`src/design/svm_div.sv`:
```
// Iterative signed divider for the stack machine core, one quotient bit a cycle.
// Truncates toward zero; depends on nothing but its ports.
`default_nettype none
module svm_div (
	input  wire logic        clk,
	input  wire logic        arst_n,
	input  wire logic        start,
	input  wire logic [31:0] num,
	input  wire logic [31:0] den,
	output logic             done,
	output logic [31:0]      quot,
	output logic [31:0]      rem
);
	logic        busy_q, done_q, neg_q_q, neg_r_q;
	logic [4:0]  cnt_q;
	logic [32:0] rem_q;
	logic [31:0] quo_q, den_q;
	logic [32:0] sh;
	logic        ge;

	assign sh = {rem_q[31:0], quo_q[31]};
	assign ge = sh >= {1'b0, den_q};

	always_ff @(posedge clk or negedge arst_n) begin
		if (!arst_n) begin
			busy_q <= 1'b0;
			done_q <= 1'b0;
			cnt_q  <= '0;
		end else begin
			done_q <= 1'b0;
			if (start) begin
				busy_q <= 1'b1;
				cnt_q  <= '0;
			end else if (busy_q) begin
				if (cnt_q == 5'd31) begin
					busy_q <= 1'b0;
					done_q <= 1'b1;
				end
				cnt_q <= cnt_q + 5'd1;
			end
		end
	end

	always_ff @(posedge clk) begin
		if (start) begin
			rem_q   <= '0;
			quo_q   <= num[31] ? (~num + 32'd1) : num;
			den_q   <= den[31] ? (~den + 32'd1) : den;
			neg_q_q <= num[31] ^ den[31];
			neg_r_q <= num[31];
		end else if (busy_q) begin
			rem_q <= ge ? (sh - {1'b0, den_q}) : sh;
			quo_q <= {quo_q[30:0], ge};
		end
	end

	assign done = done_q;
	assign quot = neg_q_q ? (~quo_q + 32'd1) : quo_q;
	assign rem  = neg_r_q ? (~rem_q[31:0] + 32'd1) : rem_q[31:0];
endmodule
`default_nettype wire

```
`config.mk`:
```
export PLATFORM = sky130hd
export DESIGN_NAME = svm_div
export DESIGN_NICKNAME = d
export VERILOG_FILES = /design/src/design/svm_div.sv
export SDC_FILE = /design/constraint.sdc
export NUM_CORES = 1
export LEC_CHECK = 0
export BUFFER_PORTS_ARGS = -buffer_cell sky130_fd_sc_hd__buf_2
export CORE_MARGIN = 4
export CORE_UTILIZATION = 30
export CTS_CLUSTER_SIZE = 30
export DETAILED_ROUTE_END_ITERATION = 7
export PLACE_DENSITY = 0.57
export SETUP_SLACK_MARGIN = 0.05
export SLEW_MARGIN = 20
export SYNTH_ARGS = -nofsm -noshare
export SYNTH_HDL_FRONTEND = slang
export SYNTH_SLANG_ARGS = --single-unit
```
`constraint.sdc`:
```
create_clock -name clk -period 4.5 [get_ports clk]
set_clock_uncertainty 0.2 [all_clocks]
set_input_delay 0.225 -clock clk [delete_from_list [all_inputs] [get_ports clk]]
set_output_delay 0.225 -clock clk [all_outputs]
set_load 0.01 [all_outputs]
```
Word-level counts from Yosys, hierarchy flattened
Cells that the tools add are included.

Latch bits: 0. Input port bits: 67. Word-level logic and storage cells: 38. Memory bits (read-only): 0. Memories kept: 0. Bits in writable memories: 0. Register bits after elaboration: 105. Output and inout port bits: 65.

Bitwise gates (word level): 5. Multiplexer cells: 15. Reduce and logical (&&, ||, !) cells: 1. Add/subtract/negate cells: 6. Multipliers: 0. Equality and inequality tests: 1. Div/mod/pow operators: 0. $lt $le $gt $ge: 1. Shift-type cells: 0.

Operator list (count): 2-to-1 mux 32 bit (6); adder 32 x 1 -> 32 bit (second input constant) (4); inverter 32 bit (4); greater-or-equal comparator 33 x 32 -> 1 bit (1); subtractor 32 bit (1); 2-to-1 mux 31 bit (1); 2-to-1 mux 5 bit (2); 2-to-1 mux 1 bit (6); adder 5 x 1 -> 5 bit (second input constant) (1); equality test 5 bit (second input constant) (1); nonzero test 2 bit (1); XOR 1 bit (1).

Longest topological paths before layout
Gate-level depths: netlist of the first run.

Depth after elaboration: 4. Depth in mapped cells: 12. Depth with buffers taken out: 12.

Least setup slack after synthesis of the first run
Ideal clock, no wire load.

Path type: register to register. From: register rem_q[5]. To: register rem_q[30]. Period minus slack after synthesis: 3054 ps. Path slack: 1446 ps. Required time: 4178 ps. Stages on the path, launching flop included: 12. Data arrival time: 2732 ps. Path through: dfxtp_1 -> ha_1 -> a211oi_1 -> o21bai_1 -> o211a_1 -> a21boi_1 -> o21ai_1 -> a31oi_2 -> o211a_2 -> clkbuf_1 -> nor3_1 -> a221o_1.

Cells in the longest elaborated chain, start to end: 2. Elaborated cells between the ends (all ways): 3.

Ends and longest elaborated chain: from (decl) (line 16) `logic [32:0] rem_q;`; from (signal assigned) (line 52) `rem_q <= ge ? (sh - {1'b0, den_q}) : sh;`; subtractor 32 bit / greater-or-equal comparator 33 x 32 -> 1 bit (equally long branches) (line 52, 22); 2-to-1 mux 32 bit (*) (line 52).

Mark *: on every way between the ends. The rest lies on a longest branch, timed or not. A chain may end at the register's enable or synchronous reset.

Final worst setup path of the first run
From: register rem_q[2]. To: output rem[29].

Cells in the longest elaborated chain, start to end: 3.

Ends and longest elaborated chain: inverter 32 bit (line 59) `assign rem = neg_r_q ? (~rem_q[31:0] + 32'd1) : rem_q[31:0];`; adder 32 x 1 -> 32 bit (line 59); 2-to-1 mux 32 bit (line 59); to (decl) (line 12) `output logic [31:0] rem`.

No other way between the ends.

==> metrics, run 1 <==
Leak 4.015 nW; DR vias/cell 5.021; Final nets 1216; Synth top area share 23.58%; Post-synth top flop edfxtp_1; actual slew at the worst max-slew pin 0.9474 ns; warnings from Yosys 0; clock-pin slew on the worst setup and hold paths 0.08 ns; Buf+Inv Stages, Crit Path 1; die area 30760 um^2; die height 175.4 um; sequential area share after synthesis 33.29%; first-pass GRT wire length 35850 um; CTS Sinks 105; number of synthesized register bits 105; Peak VDD IR 0.0002527 V; input/output buffers 131; unrepaired setup endpoints after global routing false; worst path cell trace nor4_4 -> nand3_1 -> or3_4 -> or4_1 -> or4_4 -> o41ai_2 -> xnor2_1 -> buf_2; Rows 61; CP Max Fanout 7; Final Non-Filler Cells 1493; top-count cell post-synth nand2_1; GR peak layer met2; Net Count, Synth 1090; CP Data Arrival Time 3.31 ns; Comb pwr share 47.2%; DRC 0; grt total ovfl 0; vias in the first global route 6799; Starting Density 30.33%; Die Width 175.4 um; Int Pwr 2.506 mW; Slew headroom 36.84%; Flop pwr share 31.4%; Post-Syn Area 8404 um^2; Hold Path Class in2reg; number of CTS-inserted buffers 9; GRT met2 Usage 22.19%; RR Endpoint rem_q[30]; switching power total 1.617 mW; largest area contributor in the netlist edfxtp_1; Synth cell types 68; WL/cell 15.24 um; Area Overhead vs Synth 18.46%; worst setup path endpoint rem[29]; Crit Path Class reg2out; # setup viols final 0; FF-to-FF Start rem_q[5]; Vias 7497; Post-CTS Resized 0; Top delay family on crit path simple AND/OR/NAND/NOR gates; Fin. Hold Viols 0; max cap viols 0; CP max stage delay 0.49 ns; drt pass-1 iters 5; post-route ant nets 0; global-route met1 utilization 20.69%; FF-to-FF path depth 10; Routed WL 22750 um; Clock Path Buffers 2; grt met3 use 2.497%; drt initial violations 477; largest net degree at the start of global routing 53; Critical Path RT 4.07 ns; antenna cells 0; Crit path depth 8; Inst Count DP 1457; Max Clk Rate 0.2679 GHz; Clk network pwr share 21.3%; Fill cells 2866; status completed; worst skew pair latency 0.36 ns; Final Cycle Share 82.94%; top post-synthesis cells by area edfxtp_1 24%, xnor2_1 11%, dfxtp_1 7.6%; Switching Fraction 39.22%; CTS H-Tree Depth 3; GPL Wtd Cong 0.9253; Startpoint Class flop; number of synthesized flops with an enable pin 66; Final HPWL DP 17810 um; Final Slew Violations 0; TritonCTS clock tree done; Mean Syn Cell Area 8.541 um^2; Root Driver clkbuf_16; r2r setup slk 1.00 ns; # IOs 132; crit end category primary output; Post-Syn Instances 984; share of layout cells above drive strength 1 15.87%; Setup TNS Final 0 ns; initial antenna violation count 0; P per Cell Area 414.1 nW/um^2; commonest cells in the netlist 112 x nand2_1, 103 x xnor2_1, 94 x nor2_1; CP max stage cell or4_4; GRT Total Usage 14.24%; crit path time final 3.732 ns; Async SR Flop Fraction 6.667%; Core ar. 27710 um^2; Critical Path Start rem_q[2]
-- power by group through the flow --
| stage | registers [mW] | clock network, mW | logic, mW |
|---|---|---|---|
| after floorplan | 1.26 | 0 | 1.34 |
| after global placement | 1.32 | 0 | 1.93 |
| after detailed placement | 1.32 | 0 | 1.93 |
| after CTS | 1.30 | 0.901 | 1.95 |
| after global routing | 1.31 | 0.938 | 2.13 |
| final | 1.30 | 0.880 | 1.95 |
-- worst min-delay path by stage --
stage | start | endpoint | slack (ns) | depth (start not counted)
after CTS | den[23] | den_q[23] | 0.0009 | 2
final | den[23] | den_q[23] | 0.009 | 2
after global placement | arst_n | done | -0.13 | 1
after global routing | den[13] | den_q[13] | 0.01 | 2
after floorplan | arst_n | busy_q | -0.27 | 0
after detailed placement | arst_n | done | -0.14 | 1
-- layout by cell type, fill, tap and decap left out, drive strengths merged, types with 5 or more instances in the layout --
master and n:
buf 139, nand2 112, xnor2 103, nor2 94, o21ai 70, edfxtp 66
a21oi 60, inv 53, xor2 43, ha 38, o31ai 33, dfxtp 32
or3 25, a311oi 20, dlygate4sd3 19, o41ai 18, or4 16, nand3 14
mux2i 12, nor3 11, a21o 11, nand4 10, nand2b 9, clkbuf 9
nor4 9, a211oi 8, nor2b 7, dfrtp 7, o21bai 6, or2 6
a31oi 5
-- worst register-to-register path: stages, from the launching register on --
cell	delay [ns]
dfxtp_1	0.50
ha_1	0.36
a211oi_1	0.27
o21bai_1	0.14
o211a_1	0.25
a21boi_1	0.29
o21ai_1	0.17
a31oi_2	0.28
o211a_2	0.55
nor3_1	0.12
a221o_1	0.28
-- sequential cells by signal, indices dropped and copies added, names as in the netlist --
name     flops
cnt_q        5
done         1
busy_q       1
quo_q       32
neg_r_q      1
den_q       32
neg_q_q      1
rem_q       32
-- repair_timing --
| action | in CTS | in global routing |
|---|---|---|
| setup buffers | 0 | 0 |
| hold buffers | 19 | 0 |
| endpoints found under the hold margin | 26 | 0 |
| setup endpoints to repair | 0 | 0 |
-- through the flow --
step	worst slack, ns	utilization, %	cell area (um^2)	hold WS (ns)	total power [mW]
finish	0.7679	35.93	9956	0.008534	4.122
global route	0.5884	35.93	9956	0.01075	4.379
CTS	0.7451	35.84	9928	0.0008968	4.152
detailed placement	1.030	33.97	9410	-0.1350	3.252
global placement	1.132	33.97	9410	-0.1307	3.245
floorplan	1.446	-	8404	-0.2706	2.599
-- kinds of logic after synthesis --
kind of cell	synth area share (%)
buffers and inverters	4.392
multiplexers	1.429
adder cells (fa/ha/maj)	5.896
AND/OR/NAND/NOR	19.04
flip-flops	33.29
XOR/XNOR	15.22
AO/OA/AOI/OAI	20.74
-- metal layers --
metal / vias up / part of all wire [%]
met5: - / 0
met4: 0 / 1.2
met3: 17 / 5.9
met2: 212 / 44
met1: 3442 / 48
li1: 3826 / -
-- layout make-up --
class,instances,area [um^2],share of cell area (%)
Clock inverter,7,102.6,1.031
Sequential cell,105,2798,28.10
Timing Repair Buffer,158,928.4,9.325
Multi-Input combinational cell,785,5238,52.61
Clock buffer,9,225.2,2.262
Inverter,51,191.4,1.923
Tap cell,378,473.0,4.751
No activity file was read; power rests on OpenSTA's default activity.
==> run 2: changes to the inputs <==
Clock period 4.5 ns to 3.62 ns, I/O delays scaled along.
==> run 2 against run 1 <==
Non-clock buffer count rose by 39. Critical path type unchanged. Via count up 2.4%. Worst setup slack worse by 0.69 ns. Total power rose by 31%.
==> metrics, run 2 (synthesized netlist as in run 1, its figures left out) <==
status completed; share of layout cells above drive strength 1 18.54%; Core ar. 27710 um^2; Leak 4.212 nW; Hold Path Class in2async; Die Width 175.4 um; largest net degree at the start of global routing 89; CTS H-Tree Depth 3; WL/cell 15.15 um; worst skew pair latency 0.36 ns; largest registers den_q x32, quo_q x32, rem_q x32; drt initial violations 561; die area 30760 um^2; DR vias/cell 5.009; GPL Wtd Cong 0.8804; GRT Total Usage 14.60%; Rows 61; Max Clk Rate 0.2821 GHz; Clk network pwr share 17.7%; Crit Path Class reg2out; actual slew at the worst max-slew pin 0.9535 ns; # IOs 132; CP Max Fanout 6; post-route ant nets 0; clock-pin slew on the worst setup and hold paths 0.08 ns; switching power total 2.120 mW; first-pass GRT wire length 36740 um; commonest cells after routing, fill and taps aside 130 x buf_2, 112 x nand2_1, 103 x xnor2_1; Routed WL 23220 um; Setup TNS Final 0 ns; crit end category primary output; commonest non-fill, non-tap cell in the layout buf_2; Slew headroom 36.43%; highest metal used met4; die height 175.4 um; Flop pwr share 29.9%; number of CTS-inserted buffers 9; Comb pwr share 52.4%; Area Overhead vs Synth 22.88%; Metal-1 WL 11480 um; Final Non-Filler Cells 1532; TritonCTS clock tree done; Vias 7674; antenna cells 0; CTS Sinks 105; P per Cell Area 522.2 nW/um^2; Fill cells 2827; initial antenna violation count 0; Root Driver clkbuf_16; Critical Path Start rem_q[3]; Final Slew Violations 0; Peak VDD IR 0.0003239 V; met2 WL 10250 um; Overall Power 5.393 mW; FF-to-FF path depth 12; Startpoint Class flop; drt pass-1 iters 5; r2r setup slk 0.29 ns; input/output buffers 131; Hold Slack 0.002536 ns; Switching Fraction 39.31%; max cap viols 0; Final nets 1255; crit path time final 3.544 ns; Int Pwr 3.273 mW; Clock Path Buffers 2; grt total ovfl 0; wire length on met3 1238 um; FF-to-FF Start rem_q[5]; Fin. Hold Viols 0; Inst Count DP 1468; CP Data Arrival Time 3.16 ns; unrepaired setup endpoints after global routing true; vias in the first global route 7029; Final HPWL DP 17770 um; # setup viols final 0; Critical Path RT 3.24 ns; Starting Density 30.33%; DRC 0; Final Cycle Share 97.91%
## run 2: changes by cell type in the layout (fill, tap and decap cells not counted), sizes merged
cell | previous run | this run
inv | 53 | 54
clkinvlp | 1 | 0
bufinv | 2 | 0
clkbuf | 9 | 10
dlygate4sd3 | 19 | 31
clkinv | 2 | 3
buf | 139 | 166
## run 2: final cells by class
cell class / count / area, um^2 / area share [%]
inverters: 51 / 191.4 / 1.854
well taps: 378 / 473.0 / 4.580
clock buffers: 10 / 239.0 / 2.314
clock inverters: 6 / 40.04 / 0.3877
repair buffers: 197 / 1272 / 12.32
multi-input cells: 785 / 5305 / 51.37
flip-flops and latches: 105 / 2806 / 27.17
## run 2: per-layer routing
layer / vias to the layer above / GRT usage (%)
li1: 3898 / -
met1: 3572 / 21.63
met2: 190 / 22.65
met3: 14 / 2.152
met4: 0 / 3.011
met5: - / 0
## run 2: critical path, cell delays in order, from the launching register on
cell,delay [ns]
dfxtp_4,0.37
nor4_4,0.37
buf_4,0.17
nand3_2,0.08
or3_4,0.36
or4_4,0.43
or4_4,0.50
o41ai_4,0.24
xnor2_1,0.15
buf_2,0.14
## run 2: power by group through the flow
| stage | clock network, mW | logic (mW) | registers (mW) |
|---|---|---|---|
| after floorplan | 0 | 1.67 | 1.56 |
| after global placement | 0 | 2.45 | 1.62 |
| after detailed placement | 0 | 2.46 | 1.63 |
| after CTS | 0.984 | 2.76 | 1.61 |
| after global routing | 1.04 | 3.06 | 1.63 |
| final | 0.955 | 2.83 | 1.61 |
## run 2: timing repair
item,CTS,global route
pin swaps,7,6
endpoints found under the setup margin,5,7
hold endpoints to repair,38,0
hold buffers,31,0
resized for setup,12,6
setup buffers,15,3
## run 2: stage by stage
| step | utilization, % | setup slack (ns) | cell area (um^2) |
|---|---|---|---|
| after floorplan | - | 0.5662 | 8404 |
| after global placement | 34.40 | 0.4239 | 9530 |
| after detailed placement | 34.40 | 0.3854 | 9530 |
| after CTS | 37.07 | 0.05505 | 10270 |
| after global routing | 37.28 | -0.04165 | 10330 |
| final | 37.28 | 0.07576 | 10330 |
## run 2: final timing paths
path | to
max in group asynchronous | cnt_q[1]
min in group clk | quo_q[12]
max | rem[29]
min | cnt_q[3]
max reg2reg | rem_q[31]
min reg2reg | rem_q[6]
==> run 3: changes to the inputs <==
Settings changed: CTS_CLUSTER_DIAMETER from default to 80, PLACE_DENSITY 0.57 to 0.6.
==> run 3 against run 2 <==
Critical path depth down 1. Largest cell class unchanged. Sequential cell count unchanged. Non-clock buffer count down 12. Sequential power about the same. First-iteration DRC count up 5.7%.
==> metrics, run 3 (synthesized netlist as in run 1, its figures left out) <==
wire length on met3 1133 um; crit path time final 3.505 ns; P per Cell Area 507.2 nW/um^2; actual slew at the worst max-slew pin 0.8965 ns; Vias 7584; final instance area 10230 um^2; Setup TNS Final 0 ns; Startpoint Class flop; vias in the first global route 6916; Hold Path Class in2async; initial antenna violation count 0; commonest cells after routing, fill and taps aside 130 x buf_2, 112 x nand2_1, 103 x xnor2_1; CP max stage cell or4_4; met2 WL 9811 um; share of layout cells above drive strength 1 17.69%; placed inst area 9533 um^2; Critical Path RT 3.24 ns; FF-to-FF path depth 11; # IOs 132; die area 30760 um^2; Core ar. 27710 um^2; Rows 61; worst skew pair latency 0.36 ns; Leak 4.148 nW; worst path cell trace nor4_4 -> nand3_2 -> or3_4 -> or4_4 -> or4_4 -> o31ai_4 -> xnor2_1 -> buf_2; TritonCTS clock tree done; post-layout util 36.91%; first-pass GRT wire length 35480 um; grt total ovfl 0; Final HPWL DP 17420 um; clock-pin slew on the worst setup and hold paths 0.08 ns; number of CTS-inserted buffers 9; Final nets 1243; DR vias/cell 4.989; antenna cells 0; input/output buffers 131; Final Non-Filler Cells 1520; unrepaired setup endpoints after global routing false; # setup viols final 0; commonest non-fill, non-tap cell in the layout buf_2; Reg area 2806 um^2; CTS H-Tree Depth 3; pre-CTS WS 0.2107 ns; die height 175.4 um; area of the multi-input gates 5263 um^2; highest metal used met4; CP max stage delay 0.51 ns; r2r setup slk 0.25 ns; GPL Wtd Cong 0.9002; Final Slew Violations 0; crit end category primary output; Crit Path Class reg2out; final worst-path setup slack 0.1145 ns; Max Clk Rate 0.2853 GHz; FF-to-FF Start rem_q[2]; Fill cells 2838; largest registers den_q x32, quo_q x32, rem_q x32; WL/cell 14.64 um; max cap viols 0; Slew headroom 40.23%; GRT Total Usage 14.01%; Fin. Hold Viols 0; CP Max Fanout 6; CTS Sinks 105; Top delay family on crit path simple AND/OR/NAND/NOR gates; Peak VDD IR 0.0003279 V; drt pass-1 iters 5; post-route ant nets 0; largest net degree at the start of global routing 91; Buf+Inv Stages, Crit Path 1; Clock Path Buffers 2; Crit path depth 8; status completed; drt initial violations 593; CP Data Arrival Time 3.12 ns; Metal-1 WL 10800 um; Starting Density 30.33%; Root Driver clkbuf_16; Routed WL 22250 um; DRC 0; RR Endpoint rem_q[8]; Final Cycle Share 96.84%; Area Overhead vs Synth 21.69%; Die Width 175.4 um; Inst Count DP 1470; most frequent CP cell or4_4
-- run 3: worst max-delay path by stage --
| stage | start | to | slack (ns) |
|---|---|---|---|
| floorplan | rem_q[5] | rem_q[30] | 0.57 |
| global placement | rem_q[5] | rem_q[6] | 0.42 |
| detailed placement | rem_q[5] | rem_q[8] | 0.21 |
| CTS | rem_q[6] | rem[28] | 0.05 |
| global route | rem_q[3] | rem[24] | 0.03 |
| finish | rem_q[3] | rem[28] | 0.11 |
-- run 3: final cells by class --
type	count	area share (%)
multi-input cells	785	51.46
flip-flops and latches	105	27.44
repair buffers	185	11.40
well taps	378	4.624
clock buffers	9	2.202
inverters	51	1.872
clock inverters	7	1.003
-- run 3: layer usage --
layer	track usage (%)	vias up
met5	0	-
met4	4.321	0
met2	21.98	197
met1	19.94	3484
met3	2.088	25
li1	-	3878
-- run 3: worst reg2reg max path, stage by stage (launching register included) --
cell	delay [ns]
dfxtp_1	0.53
ha_1	0.37
a21o_1	0.20
a21oi_1	0.20
nand3b_1	0.13
a21boi_1	0.29
o21ai_1	0.17
a31oi_2	0.28
o211ai_1	0.16
buf_4	0.26
o211a_1	0.17
nor4_1	0.30
-- run 3: where the power goes --
group	switching (mW)	total, mW	internal (mW)	leakage [nW]
logic	1.37	2.50	1.14	2.99
registers	0.173	1.60	1.43	1.01
clock network	0.469	1.08	0.614	0.150
total	2.01	5.19	3.18	4.15
-- run 3: what timing repair did --
item | 4_1_cts | 5_1_grt
endpoints found under the setup margin | 4 | 9
buffers inserted | 1 | 2
hold endpoints to repair | 38 | 0
resized for setup | 3 | 9
hold buffers | 31 | 0
gates cloned | 0 | 0
pin swaps | 1 | 4
-- run 3: metrics by stage --
| step | power [mW] | hold slack, ns |
|---|---|---|
| after floorplan | 3.230 | -0.3146 |
| after global placement | 4.043 | -0.1747 |
| after detailed placement | 4.062 | -0.1775 |
| after CTS | 5.200 | 0.007307 |
| after global routing | 5.519 | 0.01125 |
| final | 5.187 | 0.0001539 |
